<file path="src/rtl/core/kld_pkg.sv">
// shared types and constants for the kosinski decompressor
`timescale 1ns / 1ps

package kld_pkg;

    localparam int WINDOW_DEPTH = 8192;
    localparam int WIN_AW       = $clog2(WINDOW_DEPTH);
    localparam int OUT_LANES    = 4;

    localparam logic [15:0] LIMIT_RESET = 16'hFFFF;

    // status codes of a result item
    localparam logic [2:0] ST_DATA     = 3'd0;
    localparam logic [2:0] ST_FINISHED = 3'd1;
    localparam logic [2:0] ST_FULL     = 3'd2;
    localparam logic [2:0] ST_TRUNC    = 3'd3;
    localparam logic [2:0] ST_BAD_OFS  = 3'd4;

    typedef enum logic [3:0] {
        PH_FLAG1 = 4'd0,
        PH_FLAG2 = 4'd1,
        PH_IB1   = 4'd2,
        PH_IB2   = 4'd3,
        PH_LIT   = 4'd4,
        PH_MLO   = 4'd5,
        PH_MHI   = 4'd6,
        PH_MCNT  = 4'd7,
        PH_INL   = 4'd8,
        PH_DRAIN = 4'd9
    } phase_t;

    typedef enum logic [1:0] {
        LD_NONE = 2'd0,
        LD_LOW  = 2'd1,
        LD_HIGH = 2'd2
    } load_t;

    // what the decode cycle leads to
    typedef enum logic [2:0] {
        NX_IDLE  = 3'd0,
        NX_FLUSH = 3'd1,
        NX_ADV   = 3'd2,
        NX_LIT   = 3'd3,
        NX_AFTER = 3'd4,
        NX_COPY  = 3'd5
    } next_t;

    typedef enum logic [3:0] {
        CMD_NONE   = 4'd0,
        CMD_LOAD   = 4'd1,
        CMD_DECODE = 4'd2,
        CMD_CHECK  = 4'd3,
        CMD_PUSH   = 4'd4,
        CMD_READ   = 4'd5,
        CMD_WRITE  = 4'd6,
        CMD_AFTER  = 4'd7,
        CMD_ADV    = 4'd8,
        CMD_FLUSH  = 4'd9
    } cmd_t;

    typedef struct packed {
        next_t nx;
        logic  put_full;
        logic  copy_bad;
        logic  lanes_full;
        logic  cnt_last;
        logic  adv_more;
        logic  flush_need;
        logic  out_free;
    } dp_status_t;

endpackage

</file>
<file path="src/rtl/core/kld_ctrl.sv">
// controller state machine sequencing decode, copy and flush
`timescale 1ns / 1ps

module kld_ctrl (
    input  logic                clk,
    input  logic                rst_n,
    input  logic                in_valid,
    output logic                in_stall,
    input  kld_pkg::dp_status_t st,
    output kld_pkg::cmd_t       cmd
);
    import kld_pkg::*;

    typedef enum logic [7:0] {
        S_IDLE   = 8'b0000_0001,
        S_DECODE = 8'b0000_0010,
        S_CHECK  = 8'b0000_0100,
        S_READ   = 8'b0000_1000,
        S_WRITE  = 8'b0001_0000,
        S_AFTER  = 8'b0010_0000,
        S_ADV    = 8'b0100_0000,
        S_FLUSH  = 8'b1000_0000
    } state_t;

    state_t state_reg, state_next;

    always_ff @(posedge clk or negedge rst_n)
    begin
        if (!rst_n)
        begin
            state_reg <= S_IDLE;
        end
        else
        begin
            state_reg <= state_next;
        end
    end

    always_comb
    begin
        state_next = state_reg;
        cmd        = CMD_NONE;
        case (state_reg)
            S_IDLE:
            begin
                if (in_valid)
                begin
                    cmd        = CMD_LOAD;
                    state_next = S_DECODE;
                end
            end
            S_DECODE:
            begin
                cmd = CMD_DECODE;
                case (st.nx)
                    NX_IDLE:  state_next = S_IDLE;
                    NX_FLUSH: state_next = S_FLUSH;
                    NX_ADV:   state_next = S_ADV;
                    NX_LIT:   state_next = st.put_full ? S_FLUSH : S_AFTER;
                    NX_AFTER: state_next = S_AFTER;
                    NX_COPY:  state_next = S_CHECK;
                    default:  state_next = S_FLUSH;
                endcase
            end
            S_CHECK:
            begin
                cmd        = CMD_CHECK;
                state_next = st.copy_bad ? S_FLUSH : S_READ;
            end
            S_READ:
            begin
                if (st.lanes_full)
                begin
                    if (st.out_free)
                    begin
                        cmd = CMD_PUSH;
                    end
                end
                else
                begin
                    cmd        = CMD_READ;
                    state_next = S_WRITE;
                end
            end
            S_WRITE:
            begin
                cmd = CMD_WRITE;
                if (st.put_full)
                begin
                    state_next = S_FLUSH;
                end
                else if (st.cnt_last)
                begin
                    state_next = S_AFTER;
                end
                else
                begin
                    state_next = S_READ;
                end
            end
            S_AFTER:
            begin
                cmd        = CMD_AFTER;
                state_next = S_ADV;
            end
            S_ADV:
            begin
                if (st.adv_more)
                begin
                    cmd = CMD_ADV;
                end
                else
                begin
                    state_next = S_FLUSH;
                end
            end
            S_FLUSH:
            begin
                if (!st.flush_need || st.out_free)
                begin
                    cmd        = CMD_FLUSH;
                    state_next = S_IDLE;
                end
            end
            default:
            begin
                state_next = S_IDLE;
            end
        endcase
    end

    assign in_stall = (state_reg != S_IDLE);

endmodule

</file>
<file path="config.mk">
export PLATFORM = sky130hd
export DESIGN_NAME = kld_ctrl
export DESIGN_NICKNAME = d
export VERILOG_FILES = /design/src/rtl/core/kld_pkg.sv /design/src/rtl/core/kld_ctrl.sv
export SDC_FILE = /design/constraint.sdc
export NUM_CORES = 1
export LEC_CHECK = 0
export BUFFER_PORTS_ARGS = -buffer_cell sky130_fd_sc_hd__buf_4
export CORE_AREA = 2 2 39 41
export CTS_BUF_LIST = sky130_fd_sc_hd__clkbuf_8
export DETAILED_ROUTE_END_ITERATION = 7
export DIE_AREA = 0 0 41 43
export GPL_TIMING_DRIVEN = 0
export PLACE_DENSITY = 0.72
export SYNTH_ARGS = -nofsm -noshare
export SYNTH_HDL_FRONTEND = slang
export SYNTH_SLANG_ARGS = --single-unit
</file>
<file path="constraint.sdc">
create_clock -name clk -period 2.6 [get_ports clk]
set_clock_uncertainty 0.05 [all_clocks]
set_input_delay 0.13 -clock clk [delete_from_list [all_inputs] [get_ports clk]]
set_output_delay 0.13 -clock clk [all_outputs]
set_load 0.005 [all_outputs]
</file>
==> run_results.csv <==
group,metric,value,unit
outcome,status,"finished, final reports clean",
finish,area_delta_synth_final,31.03,%
drt,route.detailed.vias_per_inst,6.155,
critical_path,timing.critical_path.buf_inv,1,
critical_path,critical_path_cell_by_cell,"nor4_2 > nand2_1 > o21ai_0 > or3_1 > buf_4",
placed_design,postPlaceCellArea,800.8,µm²
synth,synth.yosys.warnings,0,
sta,worst_slew_margin_rel,0.5896,
floorplan,fp.coreArea,1384,µm²
power,power_density,689.7,nW/µm²
cts,ctsLongestPathBuffers,2,
synth,synthesis.nets,85,
floorplan,initial_utilization,0.4720,
synth,synth_compound_gate_area_share,0.1839,
synth,mappedNetlistArea,653.1,µm²
critical_path,worstSetupStartpointType,"flip-flop",
critical_path,worst-endpoint-required,2.42,ns
floorplan,std_cell_rows,14,
floorplan,fp.dieW,41,µm
synth,synthesis.area_per_instance,9.071,µm²
global_route,largest_net_degree_at_the_start_of_global_routing,9,
power,leakage,0.3931,nW
global_route,aggregate_global_routing_overflow,0,
sta,timing_worst_slew_pin_value,0.6105,ns
critical_path,critPathSlowestCell,"sky130_fd_sc_hd__nor4_2",
sta,final.min_clock_period,2.149,ns
synth,ffs_w_async_s_r_synth,1.000,
critical_path,critical_path.endpoint_type,"output port",
synth,area_share_of_the_largest_cell_type_after_synthesis,0.2682,
global_route,antenna_found_initial,0,
finish,layout_common_cells,"18 x sky130_fd_sc_hd__buf_4, 7 x sky130_fd_sc_hd__nand3_1, 7 x sky130_fd_sc_hd__dfrtp_1",
cts,cts-root-buf,"sky130_fd_sc_hd__clkbuf_8",
flow_run,maxCapViolCount,0,
sta,period_share,0.8264,
synth,yosys-top-cells-area,"sky130_fd_sc_hd__dfrtp_1 27%, sky130_fd_sc_hd__nand4_1 5.7%, sky130_fd_sc_hd__nand3_1 5.4%",
sta,final.setup.tns,0,ns
placed_design,port_buffers,17,
critical_path,critical-path-max-stage-delay,0.61,ns
synth,synthDominantAreaCellType,"sky130_fd_sc_hd__dfrtp_1",
global_route,grt_pass1_vias,623,
synth,synth_xor_area_frac,0.04023,
sta,setup_viol,0,
sta,finalHoldViolations,0,
drt,drt-wirelength-per-cell,15.72,µm
cts,worstSkewPairLatency,0.24,ns
worst_hold_path,holdCritPathClass,"primary input to flip-flop",
critical_path,type_of_the_setup_path_with_the_least_slack,"flip-flop to output port",
cts,cts_setup_buffers,0,
drt,routed_wl,1.729,mm
finish,diodes,0,
cts,cts.reportedPaths.clkPinSlew,0.04,ns
floorplan,floorplan.io_pins,18,
synth,synthAdderAreaFrac,0,
finish,largest_register_ff_count,8,
synth,yosys-mux-area-fraction,0,
critical_path,arrival,1.97,ns
placed_design,post-dp-hpwl,1.300,mm
finish,layout_filler_cell_count,144,
finish,stdcell_area,855.8,µm²
synth,synth_enable_flop_cells,0,
drt,drt_pass1_iterations,4,
finish,num-nets-final,108,
global_route,first_pass_grt_wire_length,2.718,mm
cts,cts_buffers,3,
synth,synth_top_family_by_area,"simple AND/OR/NAND/NOR gates",
sta,achievable-frequency,465.4,MHz
synth,syn-instance-count,72,
sta,final.hold.worst_slack,0.03289,ns
cts,cts_tree,"done",
cts,cts_num_sinks,8,
cts,cts_resized,0,
critical_path,cpLargestDelayFamily,"simple AND/OR/NAND/NOR gates",
sta,grt_setup_unrepaired,"no",
cts,post_cts_hold_buffer_count,1,
synth,synth.yosys.seq_area_share,0.3084,
cts,htreeDepth,1,
drt,dr.first_iter.drc_count,18,
synth,synthDistinctLibCells,34,
finish,drive_above_1_share,0.3085,
power,vdd.ir_drop.worst,0.3386,mV
critical_path,crit_fanout,7,
global_route,gr-usage-all-layers,0.2333,
placed_design,rd_place_congestion,0.8364,
synth,dominantRegCellSynth,"sky130_fd_sc_hd__dfrtp_1",
sta,slew_viol_final,0,
synth,simple_gate_area_share_of_the_yosys_netlist,0.4272,
drt,drt.antenna.violating_nets,0,
finish,mostFrequentLayoutCell,"sky130_fd_sc_hd__buf_4",
drt,vias,677,
floorplan,dieHeight,43,µm
synth,ys_seq_elements,8,
drt,drc,0,
floorplan,die-area,1763,µm²
-- layer usage --
metal  vias to the layer above  share of wire  GRT usage
li1                        326              -          -
met1                       313           0.42     0.2658
met2                        32           0.48     0.3750
met3                         6          0.079    0.09424
met4                         0          0.022    0.08000
met5                         -              0          0
-- cell usage after synthesis (2+ instances only) --
cell type	n
sky130_fd_sc_hd__o221ai_1	2
sky130_fd_sc_hd__nor2b_1	5
sky130_fd_sc_hd__nor2_1	6
sky130_fd_sc_hd__inv_1	5
sky130_fd_sc_hd__xor2_1	3
sky130_fd_sc_hd__dfrtp_1	7
sky130_fd_sc_hd__and4bb_2	2
sky130_fd_sc_hd__nand4_1	6
sky130_fd_sc_hd__nand2_1	2
sky130_fd_sc_hd__nand3_1	7
sky130_fd_sc_hd__a31oi_1	2
sky130_fd_sc_hd__o21ai_0	3
-- stage by stage --
stage / setup WS, ns / utilization / std cells / total power, W
2_1_floorplan: 0.8427 / - / 72 / 0.0003378
3_3_place_gp: 0.7069 / 0.5787 / 105 / 0.0004237
3_5_place_dp: 0.7004 / 0.5787 / 105 / 0.0004261
4_1_cts: 0.4574 / 0.6184 / 110 / 0.0005930
5_1_grt: 0.2537 / 0.6184 / 110 / 0.0006301
6_report: 0.4513 / 0.6184 / 110 / 0.0005903
-- cells by family after synthesis --
logic type,Yosys count
xor+xnor,3
compound gates,16
simple gates,39
flops,8
buf+inv,6
-- power by group --
group / internal, W / switching, W
clock network: 0.000103 / 0.0000579
logic: 0.000115 / 0.000135
registers: 0.000149 / 0.0000306
total: 0.000367 / 0.000224
-- area by class of cell --
class | count | area [µm²] | area share
multi-input cells | 58 | 425.4 | 0.4971
well taps | 16 | 20.02 | 0.02339
inverters | 5 | 18.77 | 0.02193
flip-flops and latches | 8 | 201.4 | 0.2354
clock inverters | 1 | 3.754 | 0.004386
clock buffers | 3 | 41.29 | 0.04825
repair buffers | 18 | 137.6 | 0.1608
plain buffers | 1 | 7.507 | 0.008772
-- path summary, 6_finish.rpt --
check,startpoint,to,slack [ns],depth (start not counted)
setup / recovery,state_reg[3],cmd[0],0.45,5
hold reg to reg,state_reg[0],state_reg[1],0.55,2
min in group asynchronous,rst_n,state_reg[1],0.20,2
setup reg to reg,state_reg[3],state_reg[7],0.65,4
hold / removal,st[4],state_reg[4],0.03,2
max in group asynchronous,rst_n,state_reg[0],2.09,2
Power figures use the tool's default switching activity.
